### src/rtl/core/zhp_pkg.sv
// Package for the Z_n squared harmonic power statistic.
// Holds the payload and internal types, fixed widths and the quarter-wave sine table.
// No dependencies.
`default_nettype none
package zhp_pkg;

  localparam int PHASE_W = 16;
  localparam int WEIGHT_W = 16;
  localparam int HARM_N = 8;
  localparam int HARM_W = 3;
  localparam int NH_W = 4;
  localparam int COUNT_W = 21;
  localparam logic [COUNT_W-1:0] MAX_EVENTS = COUNT_W'(1 << 20);
  localparam int ACC_W = 52;
  localparam int TRIG_W = 16;
  localparam int PROD_W = 33;
  localparam int NUM_W = 108;
  localparam int DEN_W = 34;
  localparam int QUOT_W = 64;
  localparam int DEN_SHIFT = 13;
  localparam int TAB_N = 257;
  localparam int TAB_IDX_W = 9;

  localparam logic signed [ACC_W-1:0] ACC_MAX = {1'b0, {(ACC_W-1){1'b1}}};
  localparam logic signed [ACC_W-1:0] ACC_MIN = {1'b1, {(ACC_W-1){1'b0}}};

  localparam logic REG_NUM_HARMONICS = 1'b0;
  localparam logic REG_WEIGHTED_MODE = 1'b1;

  localparam longint unsigned HALF_PI_Q30 = 64'd1686629713;

  // Rounded-up reciprocals of the Taylor series denominators (n - 1) * n.
  localparam int RECIP_SHIFT = 48;
  localparam longint unsigned RECIP_6 = ((64'd1 << RECIP_SHIFT) + 64'd5) / 64'd6;
  localparam longint unsigned RECIP_20 = ((64'd1 << RECIP_SHIFT) + 64'd19) / 64'd20;
  localparam longint unsigned RECIP_42 = ((64'd1 << RECIP_SHIFT) + 64'd41) / 64'd42;
  localparam longint unsigned RECIP_72 = ((64'd1 << RECIP_SHIFT) + 64'd71) / 64'd72;
  localparam longint unsigned RECIP_110 = ((64'd1 << RECIP_SHIFT) + 64'd109) / 64'd110;
  localparam longint unsigned RECIP_156 = ((64'd1 << RECIP_SHIFT) + 64'd155) / 64'd156;
  localparam longint unsigned RECIP_210 = ((64'd1 << RECIP_SHIFT) + 64'd209) / 64'd210;

  typedef struct packed {
    logic [PHASE_W-1:0] event_phase;
    logic [WEIGHT_W-1:0] event_weight;
    logic last_event;
  } event_t;

  typedef struct packed {
    logic [63:0] zn2_value;
    logic saturated;
    logic [COUNT_W-1:0] events_counted;
  } result_t;

  typedef struct packed {
    logic signed [ACC_W-1:0] cos_sum;
    logic signed [ACC_W-1:0] sin_sum;
  } acc_pair_t;

  typedef struct packed {
    logic en;
    logic [HARM_W-1:0] addr;
    acc_pair_t data;
  } acc_wr_t;

  typedef struct packed {
    logic done;
    logic ovf;
    logic [QUOT_W-1:0] quot;
  } div_res_t;

  typedef logic [TRIG_W-1:0] sin_tab_t [TAB_N];

  // Sine over one quadrant in Q15, from a truncated odd Taylor series in Q30.
  function automatic sin_tab_t build_sin_tab();
    sin_tab_t t;
    longint unsigned r;
    longint unsigned x;
    longint unsigned x2;
    longint unsigned term;
    longint unsigned recip;
    logic [127:0] wide;
    longint sum;
    longint q;
    bit neg;
    int j;
    int n;
    for (j = 0; j < TAB_N; j++) begin
      r = longint'(j) << 22;
      x = (r * HALF_PI_Q30) >> 30;
      x2 = (x * x) >> 30;
      term = x;
      sum = longint'(x);
      neg = 1'b1;
      for (n = 3; n <= 15; n += 2) begin
        unique case (n)
          3: recip = RECIP_6;
          5: recip = RECIP_20;
          7: recip = RECIP_42;
          9: recip = RECIP_72;
          11: recip = RECIP_110;
          13: recip = RECIP_156;
          default: recip = RECIP_210;
        endcase
        wide = 128'((term * x2) >> 30) * 128'(recip);
        term = 64'(wide >> RECIP_SHIFT);
        sum = neg ? sum - longint'(term) : sum + longint'(term);
        neg = !neg;
      end
      if (sum < 0) sum = 0;
      q = (sum + 16384) >>> 15;
      if (q > 32767) q = 32767;
      t[j] = q[TRIG_W-1:0];
    end
    return t;
  endfunction

  localparam sin_tab_t SIN_TAB = build_sin_tab();

endpackage
`default_nettype wire

### src/rtl/core/zhp_acc_mem.sv
// Harmonic accumulator memory: one cosine and sine sum pair per harmonic.
// Synchronous read, with the data registered in the cycle after rd_en; valid bits make unwritten entries read zero.
`default_nettype none
module zhp_acc_mem (
  input  wire logic clk,
  input  wire logic rst,
  input  wire logic clear,
  input  wire logic rd_en,
  input  wire logic [zhp_pkg::HARM_W-1:0] rd_addr,
  output zhp_pkg::acc_pair_t rd_data,
  input  wire zhp_pkg::acc_wr_t wr
);
  import zhp_pkg::*;

  acc_pair_t mem [HARM_N];
  acc_pair_t rd_q;
  logic rd_valid;
  logic [HARM_N-1:0] valid;

  always_ff @(posedge clk) begin
    if (wr.en) begin
      mem[wr.addr] <= wr.data;
    end
    if (rd_en) begin
      rd_q <= mem[rd_addr];
    end
  end

  always_ff @(posedge clk) begin
    if (rst) begin
      valid <= '0;
      rd_valid <= 1'b0;
    end else begin
      if (clear) begin
        valid <= '0;
      end else if (wr.en) begin
        valid[wr.addr] <= 1'b1;
      end
      if (rd_en) begin
        rd_valid <= valid[rd_addr];
      end
    end
  end

  assign rd_data = rd_valid ? rd_q : '0;

endmodule
`default_nettype wire

### config.mk
export PLATFORM = sky130hd
export DESIGN_NAME = zhp_acc_mem
export DESIGN_NICKNAME = d
export VERILOG_FILES = /design/src/rtl/core/zhp_pkg.sv /design/src/rtl/core/zhp_acc_mem.sv
export SDC_FILE = /design/constraint.sdc
export NUM_CORES = 1
export LEC_CHECK = 0
export BUFFER_PORTS_ARGS = -buffer_cell sky130_fd_sc_hd__buf_2
export CAP_MARGIN = 10
export CORE_UTILIZATION = 35
export DETAILED_ROUTE_END_ITERATION = 8
export GPL_ROUTABILITY_DRIVEN = 0
export HOLD_SLACK_MARGIN = 0.02
export SETUP_SLACK_MARGIN = 0.05
export SKIP_LAST_GASP = 1
export SLEW_MARGIN = 10
export SYNTH_ARGS = -nofsm -noshare
export SYNTH_HDL_FRONTEND = slang
export SYNTH_SLANG_ARGS = --single-unit
### constraint.sdc
create_clock -name clk -period 13.7 [get_ports clk]
set_input_delay 0.685 -clock clk [delete_from_list [all_inputs] [get_ports clk]]
set_output_delay 0.685 -clock clk [all_outputs]
set_load 0.05 [all_outputs]
==> results.py, run 1 <==
metrics = {
    "power": {
        "power.leakage_nw": 13.5,
        "peakVddDrop_v": 0.000107,
        "p_per_area_mw_per_mm2": 154,
    },
    "logic_synthesis": {
        "synthCells": 1460,
        "synth_commonest_cells": "936 x edfxtp_1, 209 x mux4_2, 104 x and2_1, 104 x mux2_2, 28 x clkbuf_1",
        "yosys_warnings": 0,
        "seq_area_frac_synth_pct": 79.8,
        "synth-edff-count": 936,
        "ys_types": 16,
        "synth_top_cells_by_area": "edfxtp_1 79%, mux4_2 13%, mux2_2 3.3%",
        "syn-num-nets": 1575,
        "synth_top_cell_by_area": "edfxtp_1",
        "yosys_most_used_dff": "edfxtp_1",
        "syn_area_mm2": 0.0354,
        "synth_seq_cells": 945,
        "yosysMostFrequentCell": "edfxtp_1",
        "synth_area_per_cell_um2": 24.3,
        "yosysTopAreaCellShare_pct": 79.3,
        "async_flop_share_pct": 0,
    },
    "grt": {
        "grt_pass1_wl_um": 112000,
        "grt_util_all_layers_pct": 15.0,
        "grt_max_degree": 101,
        "antenna_found_initial": 21,
        "first_global_vias": 16900,
        "grt_remaining_overflow": 0,
    },
    "worst_setup_path": {
        "critPathMaxStageDelay_ns": 0.88,
        "path_max_fanout": 49,
        "r2r_slack_ns": 12.30,
        "endpoint_kind": "register",
        "r2r_cells": 2,
        "reg2reg_from": "mem[3][100]",
        "critPathKind": "input port to register",
        "required_ns": 14.11,
        "path_delay_family": "buffers and inverters",
        "critPathBufInv": 4,
        "cp_cell_sequence": "buf_8 -> buf_4 -> buf_4 -> buf_4 -> mux4_2 -> mux2_2",
        "r2r_end": "rd_q[100]",
        "cp.arrival_ns": 4.63,
        "cp-start-kind": "input port",
        "crit_top_cell": "buf_4",
        "critPathSlowestCell": "buf_4",
    },
    "cts": {
        "clock_latency_ns": 0.67,
        "cts_buffers": 97,
        "cts.sinks": 945,
        "cts_resized": 0,
        "cts_tree": "done",
        "htreeDepth": 3,
        "post-cts-setup-buffers": 0,
        "path_clk_slew_ns": 0.06,
        "hold_buffers": 0,
        "clk_path_buf_depth": 3,
        "cts_root_buffer": "clkbuf_16",
    },
    "layout": {
        "layout.nets": 1850,
        "fin_util_pct": 41.2,
        "instances_no_fill": 3115,
        "drive_above_1_share_pct": 39.3,
        "area_growth_pct": 16.5,
        "fillers": 8719,
    },
    "placement": {
        "hpwl_um": 38900,
        "port_buffers": 218,
        "dpl.cell_count": 2934,
    },
    "timing": {
        "maxSlewViolCount": 0,
        "finalSetupViolations": 0,
        "finalCritPeriodShare_pct": 30.8,
        "fin_skew_ns": 0.0193,
        "worst_slew_pin_slew_ns": 1.09,
        "hold_ws_ns": 0.252,
        "slew_headroom_pct": 27.1,
        "rsz0062_at_grt": "false",
        "max_freq_mhz": 237,
        "min_period_ns": 4.22,
        "hold_viol": 0,
        "setup_tns_ns": 0,
    },
    "hold_path": {
        "hp-class": "input port to register",
        "worstHoldStart": "rst",
        "min_path_cells": 2,
        "min_to": "rd_valid",
    },
    "status": {
        "status": "finished clean",
    },
    "drt": {
        "vias": 15600,
        "wl_um": 76100,
        "ant_nets": 0,
        "maxUsedRoutingLayer": "met5",
        "dr.first_iter.drc_count": 1094,
        "drt-met1-wl_um": 32200,
        "firstDrtPassIters": 5,
        "route.detailed.drc": 0,
        "route.met3.wl_um": 3790,
        "avgRoutedWirePerCell_um": 24.4,
        "dr_wl_met2_um": 38300,
        "vias_per_cell": 5.01,
    },
    "die": {
        "dieHeight_um": 320,
        "core-area_mm2": 0.100,
        "initial_utilization_pct": 35.4,
        "ioPinCount": 219,
        "die_w_um": 320,
        "dieArea_mm2": 0.103,
        "rows": 116,
    },
    "flow_run": {
        "cap_violations": 0,
    },
}
[cell usage in the layout, fill, tap and decap left out, types with 6 or more instances in the layout]
cell / Yosys / layout
buf_2: 16 / 214
mux2_2: 104 / 104
o21a_1: 8 / 8
clkinv_2: 0 / 16
nor2_4: 0 / 6
clkinv_1: 0 / 19
and2_1: 104 / 104
edfxtp_1: 936 / 936
buf_4: 0 / 28
clkbuf_1: 28 / 14
clkbuf_16: 0 / 98
bufinv_16: 0 / 15
mux4_2: 209 / 209
dfxtp_1: 9 / 8
[layout make-up]
cell class                 count  area, µm²  area share (%)
antenna                        3       7.51          0.0182
clock inverter                66        762            1.85
timing repair buffer         246       1330            3.23
multi-input combinational    445       6760            16.4
sequential                   945      28300            68.5
tap                         1298       1620            3.93
clock buffer                 112       2500            6.07
[registers in the layout, indices dropped and copies added, names as in the netlist]
signal / flops
rd_valid: 1
valid: 8
rd_q: 104
mem: 832
[logic make-up after synthesis]
family                 synth area share, %
DFF                                   79.8
muxes                                 16.7
and+or+nand+nor                       2.02
buffers and inverters                 1.24
AOI/OAI and AO/OA                    0.191
[worst max path at each step]
stage	startpoint	endpoint	slack, ns	cells after the start
6_report	rd_addr[0]	rd_q[36]	9.48	6
5_1_grt	rd_addr[0]	rd_q[36]	9.03	6
4_1_cts	rd_addr[0]	rd_q[36]	9.26	6
3_5_place_dp	rd_addr[0]	rd_q[36]	8.53	6
3_3_place_gp	rd_addr[0]	rd_q[2]	8.65	6
2_1_floorplan	wr[106]	mem[0][0]	5.06	2
[where the power goes]
group	total (mW)	internal [mW]	switching [mW]
clock network	2.70	1.60	1.10
logic	0.332	0.135	0.198
registers	3.33	3.30	0.0259
total	6.35	5.03	1.32
[layer usage]
layer,track usage (%),vias to the layer above
met4,4.31,34
met1,19.3,8404
met2,25.2,351
li1,-,6683
met3,3.57,142
met5,0,-
[metrics by stage]
step | area [µm²] | worst slack (ns) | power, mW
final | 41300 | 9.48 | 6.35
after global routing | 41300 | 9.03 | 6.57
after CTS | 41300 | 9.26 | 6.44
after detailed placement | 38000 | 8.53 | 3.73
after global placement | 38000 | 8.65 | 3.71
after floorplan | 35400 | 5.06 | 3.61
(Power assumes the default switching activity.)
==> inputs of run 2 (changes only) <==
==> constraint.sdc (replaced) <==
create_clock -name clk -period 4.15 [get_ports clk]
set_input_delay 0.2075 -clock clk [delete_from_list [all_inputs] [get_ports clk]]
set_output_delay 0.2075 -clock clk [all_outputs]
set_load 0.05 [all_outputs]
==> run 2 against run 1 <==
Flip-flop and latch count unchanged. Via count up 2.8%. Total power rose to 3.3 times the previous value. Global-route usage up 0.11 points. Sequential share of layout area down 2.1 points. Clock skew up 0.0041 ns. Die area unchanged. Worst setup slack worse by 8.0 ns. Combinational power rose to 3.6 times the previous value. Clock-buffer cell count up 9. Sequential power rose to 3.3 times the previous value. Routed wire length up 0.56%.
==> results.py, run 2 (synthesized netlist as in run 1, its figures left out) <==
metrics = {
    "layout": {
        "fillers": 8581,
        "max_flop_register": "mem",
        "reg_top3": "mem x832, rd_q x104, valid x8",
        "drive_above_1_share_pct": 37.5,
        "layout.nets": 1972,
        "ff_latch_area_mm2": 0.0283,
        "fin_util_pct": 42.5,
        "area_growth_pct": 20.2,
        "largest_reg_flops": 832,
        "multiInputGateArea_mm2": 0.00677,
        "final_common_cell": "edfxtp_1",
        "final_cell_mix": "936 x edfxtp_1, 214 x buf_2, 209 x mux4_2",
        "final_cell_area_mm2": 0.0426,
    },
    "timing": {
        "hold_viol": 0,
        "maxSlewViolCount": 0,
        "max_freq_mhz": 368,
        "finalSetupViolations": 0,
        "slew_headroom_pct": 27.7,
        "min_period_ns": 2.72,
        "worst_slack_ns": 1.43,
        "worst_slew_pin_slew_ns": 1.08,
        "finalCritPeriodShare_pct": 65.6,
        "fin_skew_ns": 0.0233,
        "rsz0062_at_grt": "false",
    },
    "drt": {
        "route.detailed.drc": 0,
        "vias": 16100,
        "firstDrtPassIters": 4,
        "dr.first_iter.drc_count": 1271,
        "vias_per_cell": 4.97,
        "wl_um": 76500,
        "ant_nets": 0,
        "avgRoutedWirePerCell_um": 23.7,
    },
    "worst_setup_path": {
        "setup.worst_path.start": "rd_valid",
        "reg2reg_from": "mem[3][103]",
        "r2r_cells": 2,
        "r2r_slack_ns": 2.74,
        "critPathMaxStageDelay_ns": 0.90,
        "path_delay_family": "flip-flops",
        "cp.arrival_ns": 2.51,
        "critPathBufInv": 2,
        "cp-start-kind": "register",
        "r2r_end": "rd_q[103]",
        "critPathSlowestCell": "dfxtp_4",
        "path_max_fanout": 61,
        "required_ns": 3.94,
        "critPathKind": "register to output port",
        "endpoint_kind": "output port",
        "cp.depth": 3,
        "critPathCapture": "rd_data[102]",
        "cp_cell_sequence": "buf_4 -> and2_1 -> buf_2",
    },
    "cts": {
        "cts_buffers": 100,
        "htreeDepth": 3,
        "cts.sinks": 945,
        "path_clk_slew_ns": 0.06,
        "cts_resized": 0,
        "clock_latency_ns": 0.66,
        "hold_buffers": 106,
        "cts_root_buffer": "clkbuf_16",
        "post-cts-setup-buffers": 0,
        "clk_path_buf_depth": 3,
        "cts_tree": "done",
    },
    "placement": {
        "hpwl_um": 38100,
        "dpl_cell_area_mm2": 0.0383,
        "port_buffers": 218,
        "pre_cts_ws_ns": 1.61,
    },
    "power": {
        "power.leakage_nw": 14.1,
        "peakVddDrop_v": 0.000323,
        "p_per_area_mw_per_mm2": 492,
    },
    "hold_path": {
        "hp-class": "input port to register",
    },
    "die": {
        "initial_utilization_pct": 35.4,
        "rows": 116,
        "core-area_mm2": 0.100,
        "dieHeight_um": 320,
        "dieArea_mm2": 0.103,
        "die_w_um": 320,
        "ioPinCount": 219,
    },
    "grt": {
        "use_met2_pct": 25.3,
        "met3_usage_pct": 2.79,
        "first_global_vias": 17500,
        "grt_remaining_overflow": 0,
        "grt_max_degree": 106,
        "grt_util_all_layers_pct": 15.1,
        "grt_pass1_wl_um": 114000,
        "grt.met1_usage_pct": 20.1,
        "antenna_found_initial": 6,
        "grt-busiest-layer": "met2",
    },
    "status": {
        "status": "finished clean",
    },
    "flow_run": {
        "cap_violations": 0,
    },
}
run 2: changes by cell type in the layout (fill, tap and decap cells not counted), sizes merged, moves of 3 or more:
cell,delta
dlygate4sd3,+106
buf,+13
clkbuf,+9
clkinv,-6
bufinv,-5
inv,+3
run 2: worst min path at each step:
stage / from / to / slack (ns) / depth (start not counted)
global placement: rst / rd_valid / 0.43 / 2
global route: wr[105] / mem[0][38] / 0.10 / 2
CTS: wr[105] / mem[0][38] / 0.07 / 2
floorplan: rst / rd_valid / 0.28 / 1
detailed placement: rst / rd_valid / 0.44 / 2
finish: wr[105] / mem[0][38] / 0.10 / 2
run 2: worst reg2reg max path, cell delays in order, from the launching register on:
cell and delay [ns]:
edfxtp_1 0.36, mux4_2 0.48, mux2_2 0.31
run 2: where the power goes:
group | internal, mW | switching, mW | total (mW)
clock | 5.15 | 3.61 | 8.77
sequential | 10.9 | 0.0947 | 11.0
combinational | 0.529 | 0.676 | 1.21
total | 16.6 | 4.39 | 21.0
run 2: area by class of cell:
class	count	share of cell area (%)
Sequential cell	945	66.4
Multi-Input combinational cell	445	15.9
Timing Repair Buffer	365	6.29
Clock buffer	121	6.21
Tap cell	1298	3.81
Clock inverter	57	1.33
Antenna cell	2	0.0118
run 2: per-stage QoR:
stage	hold slack (ns)	instances	setup TNS, ns	power [mW]
floorplan	0.280	1460	-337.07	11.9
global placement	0.434	2947	0	12.3
detailed placement	0.438	2947	0	12.3
CTS	0.0689	3231	0	21.2
global route	0.102	3232	0	21.6
finish	0.104	3233	0	21.0
run 2: metal layers:
layer	vias to the layer above	share of wire, %	wire length [µm]
li1	6931	-	-
met1	8606	43	33000
met2	392	50	38000
met3	117	4.9	3720
met4	6	2.2	1650
met5	-	0.044	34
