<file path="src/rtl/core/zhp_pkg.sv">
// Package for the Z_n squared harmonic power statistic.
// Holds the payload and internal types, fixed widths and the quarter-wave sine table.
// No dependencies.
`default_nettype none
package zhp_pkg;

  localparam int PHASE_W = 16;
  localparam int WEIGHT_W = 16;
  localparam int HARM_N = 8;
  localparam int HARM_W = 3;
  localparam int NH_W = 4;
  localparam int COUNT_W = 21;
  localparam logic [COUNT_W-1:0] MAX_EVENTS = COUNT_W'(1 << 20);
  localparam int ACC_W = 52;
  localparam int TRIG_W = 16;
  localparam int PROD_W = 33;
  localparam int NUM_W = 108;
  localparam int DEN_W = 34;
  localparam int QUOT_W = 64;
  localparam int DEN_SHIFT = 13;
  localparam int TAB_N = 257;
  localparam int TAB_IDX_W = 9;

  localparam logic signed [ACC_W-1:0] ACC_MAX = {1'b0, {(ACC_W-1){1'b1}}};
  localparam logic signed [ACC_W-1:0] ACC_MIN = {1'b1, {(ACC_W-1){1'b0}}};

  localparam logic REG_NUM_HARMONICS = 1'b0;
  localparam logic REG_WEIGHTED_MODE = 1'b1;

  localparam longint unsigned HALF_PI_Q30 = 64'd1686629713;

  // Rounded-up reciprocals of the Taylor series denominators (n - 1) * n.
  localparam int RECIP_SHIFT = 48;
  localparam longint unsigned RECIP_6 = ((64'd1 << RECIP_SHIFT) + 64'd5) / 64'd6;
  localparam longint unsigned RECIP_20 = ((64'd1 << RECIP_SHIFT) + 64'd19) / 64'd20;
  localparam longint unsigned RECIP_42 = ((64'd1 << RECIP_SHIFT) + 64'd41) / 64'd42;
  localparam longint unsigned RECIP_72 = ((64'd1 << RECIP_SHIFT) + 64'd71) / 64'd72;
  localparam longint unsigned RECIP_110 = ((64'd1 << RECIP_SHIFT) + 64'd109) / 64'd110;
  localparam longint unsigned RECIP_156 = ((64'd1 << RECIP_SHIFT) + 64'd155) / 64'd156;
  localparam longint unsigned RECIP_210 = ((64'd1 << RECIP_SHIFT) + 64'd209) / 64'd210;

  typedef struct packed {
    logic [PHASE_W-1:0] event_phase;
    logic [WEIGHT_W-1:0] event_weight;
    logic last_event;
  } event_t;

  typedef struct packed {
    logic [63:0] zn2_value;
    logic saturated;
    logic [COUNT_W-1:0] events_counted;
  } result_t;

  typedef struct packed {
    logic signed [ACC_W-1:0] cos_sum;
    logic signed [ACC_W-1:0] sin_sum;
  } acc_pair_t;

  typedef struct packed {
    logic en;
    logic [HARM_W-1:0] addr;
    acc_pair_t data;
  } acc_wr_t;

  typedef struct packed {
    logic done;
    logic ovf;
    logic [QUOT_W-1:0] quot;
  } div_res_t;

  typedef logic [TRIG_W-1:0] sin_tab_t [TAB_N];

  // Sine over one quadrant in Q15, from a truncated odd Taylor series in Q30.
  function automatic sin_tab_t build_sin_tab();
    sin_tab_t t;
    longint unsigned r;
    longint unsigned x;
    longint unsigned x2;
    longint unsigned term;
    longint unsigned recip;
    logic [127:0] wide;
    longint sum;
    longint q;
    bit neg;
    int j;
    int n;
    for (j = 0; j < TAB_N; j++) begin
      r = longint'(j) << 22;
      x = (r * HALF_PI_Q30) >> 30;
      x2 = (x * x) >> 30;
      term = x;
      sum = longint'(x);
      neg = 1'b1;
      for (n = 3; n <= 15; n += 2) begin
        unique case (n)
          3: recip = RECIP_6;
          5: recip = RECIP_20;
          7: recip = RECIP_42;
          9: recip = RECIP_72;
          11: recip = RECIP_110;
          13: recip = RECIP_156;
          default: recip = RECIP_210;
        endcase
        wide = 128'((term * x2) >> 30) * 128'(recip);
        term = 64'(wide >> RECIP_SHIFT);
        sum = neg ? sum - longint'(term) : sum + longint'(term);
        neg = !neg;
      end
      if (sum < 0) sum = 0;
      q = (sum + 16384) >>> 15;
      if (q > 32767) q = 32767;
      t[j] = q[TRIG_W-1:0];
    end
    return t;
  endfunction

  localparam sin_tab_t SIN_TAB = build_sin_tab();

endpackage
`default_nettype wire

</file>
<file path="src/rtl/core/zhp_div.sv">
// Restoring divider, one quotient bit per cycle, with quotient overflow detection.
// Uses widths and the result type from zhp_pkg.
`default_nettype none
module zhp_div (
  input  wire logic clk,
  input  wire logic rst,
  input  wire logic start,
  input  wire logic [zhp_pkg::NUM_W-1:0] num,
  input  wire logic [zhp_pkg::DEN_W-1:0] den,
  output zhp_pkg::div_res_t res
);
  import zhp_pkg::*;

  localparam int CNT_W = $clog2(NUM_W);

  logic busy;
  logic [CNT_W-1:0] cnt;
  logic [NUM_W-1:0] num_sh;
  logic [DEN_W-1:0] rem;
  logic [QUOT_W-1:0] quot;
  logic ovf;
  logic done;
  logic [DEN_W:0] rem_x;
  logic ge;

  assign rem_x = {rem, num_sh[NUM_W-1]};
  assign ge = rem_x >= {1'b0, den};

  always_ff @(posedge clk) begin
    if (rst) begin
      busy <= 1'b0;
      done <= 1'b0;
    end else begin
      done <= 1'b0;
      if (start) begin
        busy <= 1'b1;
        cnt <= CNT_W'(NUM_W - 1);
        num_sh <= num;
        rem <= '0;
        quot <= '0;
        ovf <= 1'b0;
      end else if (busy) begin
        rem <= ge ? DEN_W'(rem_x - {1'b0, den}) : rem_x[DEN_W-1:0];
        quot <= {quot[QUOT_W-2:0], ge};
        ovf <= ovf | quot[QUOT_W-1];
        num_sh <= {num_sh[NUM_W-2:0], 1'b0};
        cnt <= cnt - 1'b1;
        if (cnt == '0) begin
          busy <= 1'b0;
          done <= 1'b1;
        end
      end
    end
  end

  assign res.done = done;
  assign res.ovf = ovf;
  assign res.quot = quot;

endmodule
`default_nettype wire

</file>
<file path="config.mk">
export PLATFORM = sky130hd
export DESIGN_NAME = zhp_div
export DESIGN_NICKNAME = d
export VERILOG_FILES = /design/src/rtl/core/zhp_pkg.sv /design/src/rtl/core/zhp_div.sv
export SDC_FILE = /design/constraint.sdc
export NUM_CORES = 1
export LEC_CHECK = 0
export ABC_AREA = 1
export BUFFER_PORTS_ARGS = -buffer_cell sky130_fd_sc_hd__clkbuf_2
export CELL_PAD_IN_SITES_DETAIL_PLACEMENT = 1
export CELL_PAD_IN_SITES_GLOBAL_PLACEMENT = 1
export CORE_ASPECT_RATIO = 0.6
export CORE_UTILIZATION = 45
export DETAILED_ROUTE_END_ITERATION = 16
export PLACE_DENSITY_LB_ADDON = 0.3
export SYNTH_ARGS = -nofsm -noshare
export SYNTH_HDL_FRONTEND = slang
export SYNTH_SLANG_ARGS = --single-unit
export TNS_END_PERCENT = 30
</file>
<file path="constraint.sdc">
create_clock -name clk -period 36 [get_ports clk]
set_input_delay 1.8 -clock clk [delete_from_list [all_inputs] [get_ports clk]]
set_output_delay 1.8 -clock clk [all_outputs]
set_load 0.005 [all_outputs]
</file>
==> results of run 1 <==
==> report_power, final <==
group          internal, mW  switching (mW)
clock network         0.141           0.100
logic                0.0406          0.0836
registers             0.300         0.00764
==> routing by layer <==
metal / share of wire, % / vias to the layer above / wire length, um / GRT usage [%]
met5: 0 / - / 0 / 0
met4: 1.6 / 0 / 553 / 4.94
met3: 6.0 / 39 / 2060 / 4.87
met2: 44 / 261 / 15100 / 39.8
met1: 48 / 4785 / 16300 / 36.7
li1: - / 4862 / - / -
==> kinds of logic (layout without fill, tap and decap cells) <==
kind of cell             Yosys count  count (layout)
XOR/XNOR                          16              16
flip-flops                       216             216
adder cells (fa/ha/maj)           37              37
buffers and inverters            257             469
AND/OR/NAND/NOR                  841             841
AO/OA/AOI/OAI                     68              68
==> flip-flops by register name (all words and copies together), names as in the netlist <==
| register | cells |
|---|---|
| num_sh | 108 |
| quot | 64 |
| rem | 34 |
| cnt | 7 |
| busy | 1 |
| done | 1 |
| ovf | 1 |
==> critical path: stages <==
cell      delay, ns
buf_6          0.66
clkinv_2       0.61
a21oi_4        1.09
buf_4          0.73
buf_4          0.71
==> area by class of cell <==
cell class                      instances  area, sq um  area share [%]
Sequential cell                       216         6470            46.5
Multi-Input combinational cell        962         4340            31.2
Timing Repair Buffer                  215         1090            7.88
Inverter                              214          807            5.81
Clock buffer                           24          558            4.02
Tap cell                              352          440            3.17
Clock inverter                         16          190            1.37
==> how the worst min path moves through the flow <==
stage                          start         end  slack [ns]  cells past startpoint
final                     num_sh[94]  num_sh[95]        0.51                      2
after global routing      num_sh[62]  num_sh[63]        0.54                      2
after CTS                 num_sh[22]  num_sh[23]        0.52                      2
after detailed placement  num_sh[59]  num_sh[60]        0.50                      2
after global placement    num_sh[86]  num_sh[87]        0.49                      2
after floorplan                 busy        done        0.42                      2
==> layout by cell type (no fill, tap or decap), drive strengths merged, types with 9 or more instances in the layout <==
cell	Yosys	layout
o21bai	28	28
inv	214	213
clkbuf	31	233
xor2	14	14
edfxtp	214	214
a21oi	30	30
o21ai	9	9
nand3	29	29
nor2	201	201
nand2	589	589
clkinv	0	11
ha	36	36
==> stage by stage <==
step           cells  utilization, %  area [sq um]  power [mW]
2_1_floorplan   1435               -         11800       0.397
3_3_place_gp    1959            51.6         13200       0.428
3_5_place_dp    1959            51.6         13200       0.435
4_1_cts         1999            54.5         13900       0.677
5_1_grt         1999            54.5         13900       0.702
6_report        1999            54.5         13900       0.673
==> flow_summary.yaml, run 1 <==
run_status:
  status: "complete, no violations"
route:
  wl_per_cell_um: 17.0
  vias: 9947
  drc_errors: 0
  drt_iter0_markers: 702
  vias_per_cell: 4.98
  first_pass_iters: 5
  drtAntennaViolNets: 0
  drt-total-wl_um: 34000
logic_synthesis:
  synth.distinct_cells: 34
  synth_ff_type: "edfxtp_1"
  synth-simple-area-share_pct: 27.9
  yosysMostFrequentCell: "nand2_1"
  synthArstFlopShare_pct: 0
  muxShareOfSynthArea_pct: 0
  synth_seq_area_share_pct: 54.7
  synth_nets: 1617
  yosysWarningCount: 0
  synth_commonest_cells: "nand2_1, edfxtp_1, inv_1"
  synth_compound_area_share_pct: 3.56
  synth.avg_cell_area_sq_um: 8.23
  synthAdderAreaFrac_pct: 3.98
  synth_top_area_share_pct: 54.4
  synth-xor-area-share_pct: 1.19
  synth_area_leaders: "edfxtp_1, nand2_1, inv_1"
  ys_seq_elements: 216
  synth-edff-count: 214
  synth_top_family_by_area: "simple AND/OR/NAND/NOR gates"
  yosys.area.top_type: "edfxtp_1"
  syn_area_sq_um: 11800
  syn_inst: 1435
clocking:
  cts_max_path_buffers: 3
  cts_setup_buffers: 0
  ctsHoldBuffers: 0
  cts_tree: "built"
  post_cts_resized: 0
  cts_max_level: 1
  clk_pin_slew_ns: 0.06
  cts-root-buf: "clkbuf_16"
  clk_latency_ns: 0.52
  numCtsBuffers: 22
  cts.sinks: 216
worst_setup_path:
  worstPathMaxFanout: 123
  cp-start-kind: "input port"
  worstSetupPathType: "in -> reg"
  rr_endpoint: "num_sh[25]"
  crit_start: "start"
  worstSetupEndpoint: "num_sh[25]"
  r2r_start: "busy"
  cp.required_ns: 36.15
  arrival_ns: 5.75
  r2r_slack_ns: 32.80
  ff2ff_path_depth: 4
  crit_path_end_kind: "flop"
placement:
  port_buffers: 210
  gp_congestion: 0.910
  dpl_worst_slack_ns: 29.82
  hpwl_um: 25000
global_routing:
  antenna_found_initial: 0
  first_global_vias: 10100
  grt_pass1_wl_um: 53100
  grt.total_usage_pct: 25.4
  gr-total-overflow: 0
  grt_max_degree: 124
die:
  die_area_sq_um: 26900
  core_sq_um: 25500
  start_util_pct: 46.3
  rows: 45
  io_pins: 211
  fp.dieW_um: 211
  die_h_um: 128
sta:
  fin_ws_ns: 30.40
  rsz0062_at_grt: "false"
  skew_ns: 0.0232
  min_period_ns: 5.60
  relSlewSlack_pct: 19.6
  fin_crit_sh_pct: 15.6
  final.setup.tns_ns: 0
  slew_viol_final: 0
  hold_viol: 0
  whs_ns: 0.515
  setup_violations: 0
  worstMarginPinSlew_ns: 1.20
  fmax_ghz: 0.179
power_and_ir_drop:
  worst_ir_drop_vdd_v: 0.0000278
  power_density_nw_per_um2: 48.4
  p_leak_nw: 7.01
cells_and_area:
  num-nets-final: 1813
  nFillCells: 3182
  drive_gt1_share_pct: 16.2
  diodes: 0
  area_delta_synth_final_pct: 17.6
flow_run:
  maxCapViolCount: 0
hold_path:
  hold_path_class: "reg -> reg"
Power figures use the tool's default switching activity.
==> run 2, diff against run 1 <==
--- a/config.mk
+++ b/config.mk
@@ -10,7 +10,7 @@
 export CELL_PAD_IN_SITES_DETAIL_PLACEMENT = 1
 export CELL_PAD_IN_SITES_GLOBAL_PLACEMENT = 1
 export CORE_ASPECT_RATIO = 0.6
-export CORE_UTILIZATION = 45
+export CORE_UTILIZATION = 42
 export DETAILED_ROUTE_END_ITERATION = 16
 export PLACE_DENSITY_LB_ADDON = 0.3
 export SYNTH_ARGS = -nofsm -noshare
==> constraint.sdc (replaced) <==
create_clock -name clk -period 5.3 [get_ports clk]
set_input_delay 0.265 -clock clk [delete_from_list [all_inputs] [get_ports clk]]
set_output_delay 0.265 -clock clk [all_outputs]
set_load 0.005 [all_outputs]
==> run 2 against run 1 <==
Non-clock buffer count increased by 3. Combinational power rose to 6.7 times the previous value. Final cell count grew 1.1%. Setup slack lost 28 ns. Critical path type is now reg -> reg.
==> flow_summary.yaml, run 2 (synthesis gave the netlist of run 1 again) <==
cells_and_area:
  final_core_util_pct: 50.5
  drive_gt1_share_pct: 16.1
  num-nets-final: 1817
  largest_register: "num_sh"
  largest_registers: "num_sh (108), quot (64), rem (34)"
  final_cell_mix: "nand2_1, edfxtp_1, inv_1, clkbuf_2, nor2_1"
  final_common_cell: "nand2_1"
  largest_reg_flops: 108
  design_area_sq_um: 13900
  nFillCells: 3389
  fin_cells: 2020
  area_delta_synth_final_pct: 18.0
sta:
  setup_violations: 0
  whs_ns: 0.0187
  fmax_ghz: 0.331
  final.setup.tns_ns: 0
  skew_ns: 0.00923
  fin_crit_sh_pct: 57.1
  relSlewSlack_pct: 35.9
  min_period_ns: 3.03
  rsz0062_at_grt: "false"
  worstMarginPinSlew_ns: 0.961
  hold_viol: 0
  slew_viol_final: 0
  fin_ws_ns: 2.28
worst_setup_path:
  cpMostUsedCell: "nor2_1"
  crit_path_end_kind: "flop"
  worstSetupEndpoint: "rem[27]"
  worstSetupPathType: "reg -> reg"
  cp.required_ns: 5.57
  critPathBufInv: 2
  ff2ff_path_depth: 12
  r2r_slack_ns: 2.28
  crit_start: "rem[11]"
  critPathTopFamily: "simple AND/OR/NAND/NOR gates"
  rr_endpoint: "rem[27]"
  max_stage_delay_ns: 0.45
  cp-start-kind: "flop"
  crit_slowest_cell: "nand2_4"
  cp.depth: 12
  crit_chain: "ha_1 > nand2_1 > nor2_4 > inv_2 > nor2_1 > nand2_1 > nor3_2 > a21oi_2 > nand2_4 > inv_4 > nor2_1 > nor2_1"
  worstPathMaxFanout: 43
  arrival_ns: 3.30
  r2r_start: "rem[11]"
power_and_ir_drop:
  p_leak_nw: 7.03
  worst_ir_drop_vdd_v: 0.000215
  intPower_mw: 3.22
  seq_power_share_pct: 46.0
  totalPowerFinal_mw: 4.53
  p_switching_mw: 1.31
  clkPwrFrac_pct: 35.6
  combPwrFrac_pct: 18.5
  power_density_nw_per_um2: 325
  switching_share_pct: 29.0
clocking:
  cts_max_path_buffers: 3
  numCtsBuffers: 23
  cts-root-buf: "clkbuf_16"
  clk_pin_slew_ns: 0.07
  post_cts_resized: 0
  cts_max_level: 1
  cts.sinks: 216
  clk_latency_ns: 0.52
  cts_tree: "built"
die:
  rows: 47
  die_area_sq_um: 28800
  die_h_um: 132
  io_pins: 211
  start_util_pct: 42.8
  fp.dieW_um: 219
  core_sq_um: 27600
global_routing:
  gr-total-overflow: 0
  first_global_vias: 9800
  grt_pass1_wl_um: 52000
  grt.total_usage_pct: 22.8
  grt_max_degree: 122
  antenna_found_initial: 2
placement:
  gp_congestion: 0.898
  port_buffers: 210
  placed_cells: 1974
  dpl_worst_slack_ns: 2.10
  placed_area_sq_um: 13200
  hpwl_um: 23500
flow_run:
  maxCapViolCount: 0
route:
  drtAntennaViolNets: 0
  first_pass_iters: 5
  drt_iter0_markers: 642
  drt-total-wl_um: 32800
  drc_errors: 0
  wl_per_cell_um: 16.2
  vias: 9765
  vias_per_cell: 4.83
hold_path:
  hold_path_class: "in -> reg"
run_status:
  status: "complete, no violations"
[run 2: how the worst min path moves through the flow]
stage                     startpoint    endpoint  slack (ns)  cells after the start
after floorplan                  rst        done        0.34                      1
after global placement    num_sh[73]  num_sh[74]        0.49                      2
after detailed placement   num_sh[2]   num_sh[3]        0.50                      2
after CTS                    num[18]  num_sh[18]      0.0003                      3
after global routing         num[22]  num_sh[22]        0.01                      3
final                        num[22]  num_sh[22]        0.02                      3
[run 2: worst min-delay path, stage by stage]
cell and delay (ns):
clkbuf_2 0.07, nand2_1 0.04, nand2_1 0.05
[run 2: power groups by stage]
stage                     registers [mW]  clock network, mW  logic [mW]
after floorplan                     2.12                  0       0.551
after global placement              2.11                  0       0.792
after detailed placement            2.12                  0       0.823
after CTS                           2.09               1.65       0.838
after global routing                2.10               1.71       0.941
final                               2.09               1.61       0.836
[run 2: timing repair]
item | in CTS | in global routing
setup buffers | 0 | 0
hold endpoints to repair | 3 | 0
hold buffers | 3 | 0
[run 2: layer usage]
layer	GRT usage, %	part of all wire (%)	vias to the layer above
met1	35.3	50	4651
li1	-	-	4867
met3	3.16	5.0	23
met4	3.85	1.4	2
met5	0	0.040	-
met2	34.2	43	222
[run 2: layout make-up]
cell class | instances | area, sq um | share of cell area [%]
Inverter | 214 | 807 | 5.79
Antenna cell | 1 | 2.50 | 0.0180
Clock buffer | 29 | 598 | 4.29
Sequential cell | 216 | 6470 | 46.4
Clock inverter | 13 | 129 | 0.924
Tap cell | 367 | 459 | 3.29
Multi-Input combinational cell | 962 | 4340 | 31.1
Timing Repair Buffer | 218 | 1140 | 8.16
==> run 3, diff against run 2 <==
--- a/config.mk
+++ b/config.mk
@@ -10,7 +10,7 @@
 export CELL_PAD_IN_SITES_DETAIL_PLACEMENT = 1
 export CELL_PAD_IN_SITES_GLOBAL_PLACEMENT = 1
 export CORE_ASPECT_RATIO = 0.6
-export CORE_UTILIZATION = 42
+export CORE_UTILIZATION = 38
 export DETAILED_ROUTE_END_ITERATION = 16
 export PLACE_DENSITY_LB_ADDON = 0.3
 export SYNTH_ARGS = -nofsm -noshare
==> constraint.sdc (replaced) <==
create_clock -name clk -period 2.56 [get_ports clk]
set_input_delay 0.128 -clock clk [delete_from_list [all_inputs] [get_ports clk]]
set_output_delay 0.128 -clock clk [all_outputs]
set_load 0.005 [all_outputs]
==> run 3 against run 2 <==
Core utilization up 1.3 points. Final cell count up 9.2%. Largest cell class unchanged. Sequential power up 110%. Clock skew up 0.015 ns. Routed wire length up 14%. Die area up 10%. Flip-flop and latch count unchanged. Via count up 7.6%. Power up 120%. Cell area up 13%.
==> flow_summary.yaml, run 3 (synthesis gave the netlist of run 1 again) <==
run_status:
  status: "complete, no violations"
sta:
  setup_violations: 0
  relSlewSlack_pct: 51.3
  fmax_ghz: 0.405
  min_period_ns: 2.47
  fin_crit_sh_pct: 96.4
  slew_viol_final: 0
  skew_ns: 0.0245
  hold_viol: 0
  whs_ns: 0.0802
  worstMarginPinSlew_ns: 0.731
  final.setup.tns_ns: 0
cells_and_area:
  largest_register: "num_sh"
  final_common_cell: "nand2_1"
  final_cell_mix: "nand2_1, edfxtp_1, inv_1, clkbuf_2, nor2_1"
  largest_reg_flops: 108
  area_delta_synth_final_pct: 32.8
  num-nets-final: 1959
  drive_gt1_share_pct: 18.9
  largest_registers: "num_sh (108), quot (64), rem (34)"
  final_core_util_pct: 51.8
  design_area_sq_um: 15700
worst_setup_path:
  cp-start-kind: "flop"
  worstSetupPathType: "reg -> reg"
  worstSetupEndpoint: "rem[32]"
  ff2ff_path_depth: 14
  worstPathMaxFanout: 11
  crit_start: "rem[11]"
  crit_chain: "ha_4 > nand2_1 > nor2_4 > inv_2 > nor2_2 > nand2_1 > nor3_4 > a21oi_2 > nand2_8 > buf_4 > buf_4 > nand2_1 > nand2_1 > nor2_1"
  cpMostUsedCell: "nand2_1"
  crit_slowest_cell: "edfxtp_1"
  cp.required_ns: 2.85
  crit_path_end_kind: "flop"
  rr_endpoint: "rem[32]"
  arrival_ns: 2.75
  r2r_start: "rem[11]"
  max_stage_delay_ns: 0.45
  r2r_slack_ns: 0.09
flow_run:
  maxCapViolCount: 0
clocking:
  clk_latency_ns: 0.54
  cts-root-buf: "clkbuf_16"
  cts.sinks: 216
  cts_max_level: 1
  cts_tree: "built"
  numCtsBuffers: 23
  clk_pin_slew_ns: 0.07
  cts_max_path_buffers: 3
global_routing:
  grt_max_degree: 161
  first_global_vias: 11085
  grt_pass1_wl_um: 59300
  antenna_found_initial: 4
  grt.total_usage_pct: 23.5
  gr-total-overflow: 0
route:
  vias_per_cell: 4.77
  drc_errors: 0
  wl_per_cell_um: 17.0
  drt_iter0_markers: 687
  drtAntennaViolNets: 0
  drt-total-wl_um: 37400
  vias: 10510
  first_pass_iters: 5
power_and_ir_drop:
  p_leak_nw: 7.67
  power_density_nw_per_um2: 629
  totalPowerFinal_mw: 9.86
  worst_ir_drop_vdd_v: 0.000421
die:
  core_sq_um: 30300
  io_pins: 211
  die_area_sq_um: 31800
  rows: 49
  start_util_pct: 39.0
  die_h_um: 139
  fp.dieW_um: 230
placement:
  hpwl_um: 23800
  placed_area_sq_um: 13500
  gp_congestion: 0.909
  port_buffers: 210
hold_path:
  hold_path_class: "in -> reg"
## run 3: worst max-delay path, delay by kind of cell (launching register included)
kind	cells	cell delay (ns)
adders and majority gates	1	0.32
AOI/OAI and AO/OA	1	0.13
and+or+nand+nor	9	1.04
buffers and inverters	3	0.27
DFF	1	0.45
## run 3: where the power goes
part	internal, mW	switching (mW)
Sequential	4.21	0.118
Combinational	0.837	1.26
Clock	1.97	1.47
## run 3: worst min path at each step
stage | from | endpoint | slack [ns] | cells after the start
floorplan | rst | done | 0.21 | 1
global placement | num[0] | num_sh[0] | 0.39 | 3
detailed placement | num[1] | num_sh[1] | 0.40 | 3
CTS | start | num_sh[1] | 0.06 | 3
global route | start | num_sh[8] | 0.08 | 3
finish | start | num_sh[0] | 0.08 | 3
## run 3: metrics by stage
stage / std cells / setup WS, ns
global route: 2205 / -0.0425
global placement: 2040 / 0.0316
detailed placement: 2040 / -0.0582
CTS: 2195 / 0.00646
floorplan: 1435 / -1.85
finish: 2205 / 0.0933
## run 3: area by class of cell
cell class | instances | area [sq um]
fill | 3654 | 14600
clock inverter | 13 | 155
inverter | 214 | 816
timing repair buffer | 360 | 2510
sequential | 216 | 6470
multi-input combinational | 962 | 4630
antenna | 4 | 10.0
tap | 408 | 510
clock buffer | 28 | 594
## run 3: layer usage
metal,vias up,track usage [%],routed length [um]
met2,273,37.7,17300
met3,56,3.74,1680
li1,5148,-,-
met1,5033,33.2,17700
met4,0,6.00,775
met5,-,0,0
## run 3: what timing repair did
action,CTS,global route
setup endpoints to repair,23,35
setup buffers,5,6
hold endpoints to repair,109,0
hold buffers,109,0
pin swaps,1,4
resized for setup,3,44
